<file path="src/design/nogp_pkg.sv">
// Package for the nearest-obstacle goal push-out block.
// Holds widths, register indexes and the sequencer state type; no dependencies.
`default_nettype none
package nogp_pkg;
    localparam int COORD_BITS_DEF = 24;
    localparam int CLR_BITS       = 20;
    localparam int CLR_RESET      = 2048;
    localparam int PADDR_BITS     = 4;

    localparam logic [PADDR_BITS-1:0] ADDR_GOAL_X    = 4'h0;
    localparam logic [PADDR_BITS-1:0] ADDR_GOAL_Y    = 4'h4;
    localparam logic [PADDR_BITS-1:0] ADDR_GOAL_Z    = 4'h8;
    localparam logic [PADDR_BITS-1:0] ADDR_CLEARANCE = 4'hC;

    localparam logic [1:0] STATUS_OK       = 2'd0;
    localparam logic [1:0] STATUS_EMPTY    = 2'd1;
    localparam logic [1:0] STATUS_COINCIDE = 2'd2;

    typedef enum logic [3:0] {
        S_IDLE,
        S_SQ,
        S_CMP,
        S_FINAL,
        S_SQRT,
        S_DIVSET,
        S_DIV,
        S_DIVEND,
        S_OUT
    } t_state;
endpackage
`default_nettype wire

</file>
<file path="src/design/nogp_regs.sv">
// APB register file: goal coordinates and clearance.
// Depends on nogp_pkg.
`default_nettype none
module nogp_regs
    import nogp_pkg::*;
#(
    parameter int COORD_BITS = COORD_BITS_DEF
) (
    input  wire                           i_clk,
    input  wire                           i_rst_n,
    input  wire                           psel,
    input  wire                           penable,
    input  wire                           pwrite,
    input  wire        [PADDR_BITS-1:0]   paddr,
    input  wire        [31:0]             pwdata,
    output logic       [31:0]             prdata,
    output logic                          pready,
    output logic signed [COORD_BITS-1:0]  o_goal_x,
    output logic signed [COORD_BITS-1:0]  o_goal_y,
    output logic signed [COORD_BITS-1:0]  o_goal_z,
    output logic       [CLR_BITS-1:0]     o_clearance
);
    logic signed [COORD_BITS-1:0] r_gx, r_gy, r_gz;
    logic [CLR_BITS-1:0]          r_clr;
    logic                         wr;

    assign pready = 1'b1;
    assign wr     = psel && penable && pwrite;

    always_ff @(posedge i_clk) begin
        if (!i_rst_n) begin
            r_gx  <= '0;
            r_gy  <= '0;
            r_gz  <= '0;
            r_clr <= CLR_BITS'(CLR_RESET);
        end else if (wr) begin
            case (paddr)
                ADDR_GOAL_X:    r_gx  <= pwdata[COORD_BITS-1:0];
                ADDR_GOAL_Y:    r_gy  <= pwdata[COORD_BITS-1:0];
                ADDR_GOAL_Z:    r_gz  <= pwdata[COORD_BITS-1:0];
                ADDR_CLEARANCE: r_clr <= pwdata[CLR_BITS-1:0];
                default: ;
            endcase
        end
    end

    always_comb begin
        case (paddr)
            ADDR_GOAL_X:    prdata = 32'(r_gx);
            ADDR_GOAL_Y:    prdata = 32'(r_gy);
            ADDR_GOAL_Z:    prdata = 32'(r_gz);
            ADDR_CLEARANCE: prdata = 32'(r_clr);
            default:        prdata = '0;
        endcase
    end

    assign o_goal_x    = r_gx;
    assign o_goal_y    = r_gy;
    assign o_goal_z    = r_gz;
    assign o_clearance = r_clr;
endmodule
`default_nettype wire
</file>
<file path="config.mk">
export PLATFORM = sky130hd
export DESIGN_NAME = nogp_regs
export DESIGN_NICKNAME = d
export VERILOG_FILES = /design/src/design/nogp_pkg.sv /design/src/design/nogp_regs.sv
export SDC_FILE = /design/constraint.sdc
export NUM_CORES = 1
export LEC_CHECK = 0
export ABC_AREA = 1
export BUFFER_PORTS_ARGS = -buffer_cell sky130_fd_sc_hd__buf_2
export CORE_AREA = 2 2 98 100
export DETAILED_ROUTE_END_ITERATION = 8
export DIE_AREA = 0 0 100 102
export GPL_ROUTABILITY_DRIVEN = 0
export HOLD_SLACK_MARGIN = 0.06
export PLACE_DENSITY = 0.81
export REMOVE_ABC_BUFFERS = 1
export SYNTH_ARGS = -nofsm -noshare
export SYNTH_HDL_FRONTEND = slang
export SYNTH_SLANG_ARGS = --single-unit
</file>
<file path="constraint.sdc">
create_clock -name i_clk -period 3.6 [get_ports i_clk]
set_input_delay 0.36 -clock i_clk [delete_from_list [all_inputs] [get_ports i_clk]]
set_output_delay 0.36 -clock i_clk [all_outputs]
set_load 0.02 [all_outputs]
</file>
==> summary.md, run 1 <==
| Metric | Value |
|---|---|
| Count of state elements after synthesis | `92` |
| Wire length per cell after detailed routing | `~13 µm` |
| Transition time at the pin with the least slew margin | `0.937 ns` |
| Most common library cell in the layout ignoring fill and taps | `sky130_fd_sc_hd__nand2_1` |
| Antenna violations before repair | `0` |
| Highest clock rate | `0.444 GHz` |
| Largest net degree at the start of global routing | `93` |
| Synthesis warning total | `0` |
| Kind of start point of the critical path | `input pin` |
| Pre-CTS worst setup slack | `1.33 ns` |
| Initial core utilization | `51.7%` |
| Final setup margin | `1.35 ns` |
| Global-route wire length before repair | `20700 µm` |
| Slew headroom | `a little under two fifths` |
| Via/cell ratio | `4.88` |
| Clock tree root buffer cell | `sky130_fd_sc_hd__clkbuf_8` |
| Largest driver fanout on the critical path | `19` |
| Type of the setup path with the least slack | `input pin to output pin` |
| Highest-count cells in the layout ignoring fill and taps | `sky130_fd_sc_hd__nand2_1, sky130_fd_sc_hd__nor2_1, sky130_fd_sc_hd__buf_2` |
| Clk_skew | `0 ns` |
| Full die area | `10200 µm²` |
| Cell Area, Synth | `4710 µm²` |
| Area growth syn-to-layout | `19.1%` |
| Clock buffer depth | `2` |
| Peak ir drop on the vdd network | `~0.17 mV` |
| Start point of the worst min-delay path | `pwdata[11]` |
| Count of antenna diodes in the layout | `0` |
| Later-pin clock latency in the skew report | `between 0.3 and 0.4 ns` |
| Post-detailed-route count of antenna-violating nets | `0` |
| Minimum period implied by the final worst setup slack | `2.25 ns` |
| Grt ovf | `0` |
| Run status | `complete, no violations` |
| Post-CTS setup buffer count | `0` |
| Syn Inst Count | `765` |
| Data arrival time at the worst-slack endpoint | `about 1.9 ns` |
| Final hold viol count | `0` |
| Floorplan die height | `102 µm` |
| Number of gates resized after CTS | `0` |
| Overall via count from detail_route | `around 4900` |
| Count of TritonRoute iterations in the first routing pass | `4` |
| Number of I/O pins | `between 150 and 200` |
| Post-CTS clock slew at the launch and capture registers of the worst setup and hold paths | `0.09 ns` |
| Net count, final | `927` |
| Number of buffers inserted by port buffering | `156` |
| Number of hold buffers added after CTS | `0` |
| Unrepaired setup endpoints after global routing | `no` |
| Proportion of layout cells with a drive suffix above 1 | `21.9%` |
| Overall die width | `100 µm` |
| Via count of the first global-routing pass | `4083` |
| Detail Placement HPWL | `8070 µm` |
| Share of the clock period used by the worst path | `62.6%` |
| MaxCap Viol Count | `0` |
| DRC errors left | `0` |
| Start point of the critical path | `paddr[0]` |
| Final cell area excluding filler cells | `5610 µm²` |
| Leakage | `0.00302 µW` |
| Worst hold path class | `input pin to register` |
| Power density over cell area | `345 nW/µm²` |
| Filler Cells Inserted | `948` |
| CTS tree | `built` |
| All-layer global routing usage | `approximately 25%` |
| Core Area | `9110 µm²` |
| Total routed wirelength | `12700 µm` |
| CTS buffer count | `9` |
| Final setup viols | `0` |
| Count of cell types in the netlist | `18` |
| Worst setup EP type | `output pin` |
| DRC marker count from the first detailed-route iteration | `170` |
| Minimum hold slack | `0.249 ns` |
| Reg-to-Reg Start | `o_goal_x[18]` |
| H-Tree Level Count | `3` |
| Synth Area per Inst | `~6.2 µm²` |
| Cell Rows | `35` |
| Share of synthesized area occupied by flip-flops and latches | `39.1%` |
| Count of final max-slew check failures | `0` |
| Total power draw | `1930 µW` |
| Total clock sinks | `92` |
| Number of cells in the design after placement | `986` |
| Post-placement cell area | `5400 µm²` |
| Required time of the critical path | `3.24 ns` |
| Post-route insts no fill | `1002` |
[sequential cells by signal (all words and copies together), names as in the netlist]
name,count
o_goal_x,24
o_goal_y,24
o_clearance,20
o_goal_z,24
[logic make-up (layout without fill, tap and decap cells)]
family / after synthesis / in the layout / share of synthesized area (%)
compound gates: 1 / 1 / 0.106
buf+inv: 127 / 253 / 13.1
flops: 92 / 92 / 39.1
other cells: 1 / 1 / 0.0796
simple gates: 544 / 544 / 47.6
[cells in the mapped netlist]
cell                       count  area share, %
sky130_fd_sc_hd__conb_1        1          0.080
sky130_fd_sc_hd__buf_4        14            2.2
sky130_fd_sc_hd__nor2_1      188             15
sky130_fd_sc_hd__clkbuf_1     16            1.3
sky130_fd_sc_hd__o21ai_0       1           0.11
sky130_fd_sc_hd__buf_6         9            2.2
sky130_fd_sc_hd__inv_1        70            5.6
sky130_fd_sc_hd__nand3_2       1           0.21
sky130_fd_sc_hd__nand4_1      24            3.2
sky130_fd_sc_hd__nand3_1      72            7.7
sky130_fd_sc_hd__inv_2         1          0.080
sky130_fd_sc_hd__nand2_1     252             20
sky130_fd_sc_hd__nand2_2       1           0.13
sky130_fd_sc_hd__nor2_2        1           0.13
sky130_fd_sc_hd__buf_1         1          0.080
sky130_fd_sc_hd__dfxtp_1      92             39
sky130_fd_sc_hd__buf_2        16            1.7
sky130_fd_sc_hd__nor2_4        5            1.2
[area by class of cell]
class / instances / area [µm²] / share of cell area, %
inverter: 71 / 267 / 4.75
timing repair buffer: 166 / 868 / 15.5
clock inverter: 5 / 60.1 / 1.07
multi-input combinational: 546 / 2280 / 40.7
sequential: 92 / 1840 / 32.8
clock buffer: 11 / 151 / 2.70
tap: 111 / 139 / 2.48
[critical path, cell delays in order]
cell and delay [ns]:
sky130_fd_sc_hd__buf_2 0.12, sky130_fd_sc_hd__inv_1 0.05, sky130_fd_sc_hd__nand2_1 0.18, sky130_fd_sc_hd__nor2_4 0.45, sky130_fd_sc_hd__buf_4 0.34, sky130_fd_sc_hd__nand2_1 0.08
sky130_fd_sc_hd__nand2_1 0.07, sky130_fd_sc_hd__inv_1 0.04, sky130_fd_sc_hd__nand2_1 0.05, sky130_fd_sc_hd__buf_2 0.16
[through the flow]
| step | utilization (%) | TNS [ns] |
|---|---|---|
| final | 61.6 | 0 |
| after CTS | 61.6 | 0 |
| after floorplan | - | -1.16 |
| after global routing | 61.6 | 0 |
| after detailed placement | 59.2 | 0 |
| after global placement | 59.2 | 0 |
[metal layers]
layer	vias to the layer above	part of all wire, %	global-route usage [%]
li1	2543	-	-
met1	2182	45	34.0
met2	158	47	42.9
met3	7	7.2	3.83
met4	0	0.53	5.48
met5	-	0	0
[report_power, final]
group	switching [µW]	internal, µW
Sequential	5.59	1020
Clock	371	361
Combinational	121	50.5
[path summary, 6_finish.rpt]
check	cells past startpoint	to	slack [ns]
worst min-delay path	3	o_clearance[11]	0.25
worst min register to register	2	o_goal_z[23]	0.50
worst max-delay path	10	prdata[17]	1.35
worst max register to register	2	o_goal_x[18]	2.93
Power figures use the tool's default switching activity.
==> run 2: changes to the inputs <==
--- a/config.mk
+++ b/config.mk
@@ -7,12 +7,12 @@
 export LEC_CHECK = 0
 export ABC_AREA = 1
 export BUFFER_PORTS_ARGS = -buffer_cell sky130_fd_sc_hd__buf_2
-export CORE_AREA = 2 2 98 100
+export CORE_AREA = 2 2 101 103
 export DETAILED_ROUTE_END_ITERATION = 8
-export DIE_AREA = 0 0 100 102
+export DIE_AREA = 0 0 103 105
 export GPL_ROUTABILITY_DRIVEN = 0
 export HOLD_SLACK_MARGIN = 0.06
-export PLACE_DENSITY = 0.81
+export PLACE_DENSITY = 0.77
 export REMOVE_ABC_BUFFERS = 1
 export SYNTH_ARGS = -nofsm -noshare
 export SYNTH_HDL_FRONTEND = slang
==> constraint.sdc (replaced) <==
create_clock -name i_clk -period 2.3 [get_ports i_clk]
set_input_delay 0.23 -clock i_clk [delete_from_list [all_inputs] [get_ports i_clk]]
set_output_delay 0.23 -clock i_clk [all_outputs]
set_load 0.02 [all_outputs]
==> summary.md, run 2 (synthesis gave the netlist of run 1 again) <==
| Metric | Value |
|---|---|
| Count of antenna diodes in the layout | `0 (unchanged)` |
| Via count of the first global-routing pass | `4213 (+3.2%)` |
| Most common library cell in the layout ignoring fill and taps | `sky130_fd_sc_hd__nand2_1` |
| CTS tree | `built` |
| Global-route wire length before repair | `20400 µm (-1.5%)` |
| Required time of the critical path | `2.07 ns (-1.17 ns)` |
| Unrepaired setup endpoints after global routing | `no` |
| Largest driver fanout on the critical path | `30 (+11)` |
| Total routed wirelength | `12700 µm (-0.23%)` |
| Data arrival time at the worst-slack endpoint | `1.54 ns (-0.35 ns)` |
| Transition time at the pin with the least slew margin | `0.626 ns (-0.311 ns)` |
| Cell Rows | `36 (+2.9%)` |
| Post-CTS setup buffer count | `0 (unchanged)` |
| Full die area | `10800 µm² (+6.0%)` |
| Type of the setup path with the least slack | `input pin to output pin` |
| Wire length per cell after detailed routing | `12.3 µm (-2.9%)` |
| Detail Placement HPWL | `8310 µm (+3.0%)` |
| Count of final max-slew check failures | `0 (unchanged)` |
| Final hold viol count | `0 (unchanged)` |
| Core Area | `9640 µm² (+5.8%)` |
| Cell at the slowest stage of the critical path | `sky130_fd_sc_hd__nor2_4` |
| Number of cells in the design after placement | `1014 (+2.8%)` |
| H-Tree Level Count | `3 (unchanged)` |
| Antenna violations before repair | `0 (unchanged)` |
| Post-CTS clock slew at the launch and capture registers of the worst setup and hold paths | `0.09 ns (about the same)` |
| Largest net degree at the start of global routing | `93 (unchanged)` |
| Net count, final | `933 (+0.65%)` |
| Grt ovf | `0 (unchanged)` |
| Run status | `complete, no violations` |
| Clock buffer depth | `2 (unchanged)` |
| Leakage | `0.00306 µW (+1.3%)` |
| Total clock sinks | `92 (unchanged)` |
| Pre-CTS worst setup slack | `0.512 ns (-0.815 ns)` |
| Number of buffers inserted by port buffering | `156 (unchanged)` |
| Area growth syn-to-layout | `21.4%` |
| Worst setup EP type | `output pin` |
| Library cell appearing most often on the critical path | `sky130_fd_sc_hd__nand2_1` |
| Number of gates resized after CTS | `0 (unchanged)` |
| Later-pin clock latency in the skew report | `0.34 ns (about the same)` |
| CTS buffer count | `9 (unchanged)` |
| Final setup viols | `0 (unchanged)` |
| Area occupied by multi-input gates | `2280 µm² (unchanged)` |
| Kind of start point of the critical path | `input pin` |
| Post-route insts no fill | `1030 (+2.8%)` |
| Clock tree root buffer cell | `sky130_fd_sc_hd__clkbuf_8` |
| Minimum hold slack | `0.120 ns (-0.129 ns)` |
| Largest incremental delay on the critical path | `0.34 ns (-0.11 ns)` |
| Total power draw | `2950 µW (+53%)` |
| Initial core utilization | `48.8% (-2.8 points)` |
| Reg-to-Reg Start | `o_goal_x[23]` |
| Start point of the worst min-delay path | `pwdata[11]` |
| Ordered cell list for the critical path | `buf_2 -> inv_1 -> nand2_1 -> nor2_4 -> buf_12 -> nand2_1 -> nand2_1 -> inv_1 -> nand2_1 -> buf_2` |
| Final setup margin | `0.531 ns (-0.817 ns)` |
| DRC marker count from the first detailed-route iteration | `210 (+24%)` |
| Overall die width | `103 µm (+3.0%)` |
| Number of hold buffers added after CTS | `0 (unchanged)` |
| Filler Cells Inserted | `1031 (+8.8%)` |
| Clk_skew | `0 ns (unchanged)` |
| Share of the clock period used by the worst path | `76.9%` |
| MaxCap Viol Count | `0 (unchanged)` |
| Minimum period implied by the final worst setup slack | `1.77 ns` |
| Post-detailed-route count of antenna-violating nets | `0 (unchanged)` |
| Total area of sequential cells | `1840 µm² (unchanged)` |
| Proportion of layout cells with a drive suffix above 1 | `22.3% (+0.41 points)` |
| Floorplan die height | `105 µm (+2.9%)` |
| All-layer global routing usage | `23.4% (-1.8 points)` |
| Peak ir drop on the vdd network | `0.256 mV (+48%)` |
| Count of TritonRoute iterations in the first routing pass | `6 (+2)` |
| Worst hold path class | `input pin to register` |
| Highest-count cells in the layout ignoring fill and taps | `sky130_fd_sc_hd__nand2_1, sky130_fd_sc_hd__nor2_1, sky130_fd_sc_hd__buf_2` |
| Start point of the critical path | `paddr[0]` |
| Number of I/O pins | `166 (unchanged)` |
| Overall via count from detail_route | `4908 (+0.37%)` |
| DRC errors left | `0 (unchanged)` |
| Via/cell ratio | `4.77 (-2.4%)` |
| Highest clock rate | `0.565 GHz` |
| Power density over cell area | `516 nW/µm² (+50%)` |
| Slew headroom | `58.1% (+21 points)` |
| Final core utilization | `59.3% (-2.2 points)` |
-- run 2: cell count changes in the layout (fill, tap and decap cells not counted) --
cell                        before  now
sky130_fd_sc_hd__bufinv_16       1    0
sky130_fd_sc_hd__clkbuf_1        0    1
sky130_fd_sc_hd__clkbuf_8       11   13
sky130_fd_sc_hd__clkinv_4        2    1
sky130_fd_sc_hd__buf_4           9   11
sky130_fd_sc_hd__clkinv_2        1    0
sky130_fd_sc_hd__buf_12          1    5
-- run 2: layer usage --
| layer | share of wire [%] | global-route usage (%) |
|---|---|---|
| met1 | 46 | 32.6 |
| met2 | 46 | 36.4 |
| met3 | 6.8 | 4.48 |
| met4 | 1.1 | 7.05 |
| met5 | 0 | 0 |
-- run 2: power breakdown --
part | internal (µW) | switching [µW] | leakage [µW]
clock network | 515 | 552 | 0.0000989
logic | 83.9 | 189 | 0.00222
registers | 1600 | 9.06 | 0.000742
total | 2200 | 750 | 0.00306
-- run 2: through the flow --
stage / TNS (ns) / area (µm²)
after floorplan: -20.41 / 4360
after global placement: 0 / 5520
after detailed placement: 0 / 5520
after CTS: 0 / 5720
after global routing: 0 / 5720
final: 0 / 5720
-- run 2: area by class of cell --
cell class,count,area share (%)
flip-flops and latches,92,32.2
clock buffers,14,3.20
well taps,133,2.91
clock inverters,2,0.285
repair buffers,172,16.9
inverters,71,4.66
multi-input cells,546,39.9
-- run 2: final timing paths --
path / cells past startpoint / slack [ns] / endpoint
setup / recovery: 10 / 0.53 / prdata[9]
hold / removal: 3 / 0.12 / o_clearance[11]
setup reg to reg: 2 / 1.66 / o_goal_x[23]
hold reg to reg: 2 / 0.50 / o_clearance[16]
-- run 2: critical path: cells and delay by family --
| family | cells | cell delay, ns |
|---|---|---|
| buf+inv | 5 | 0.60 |
| simple gates | 5 | 0.70 |
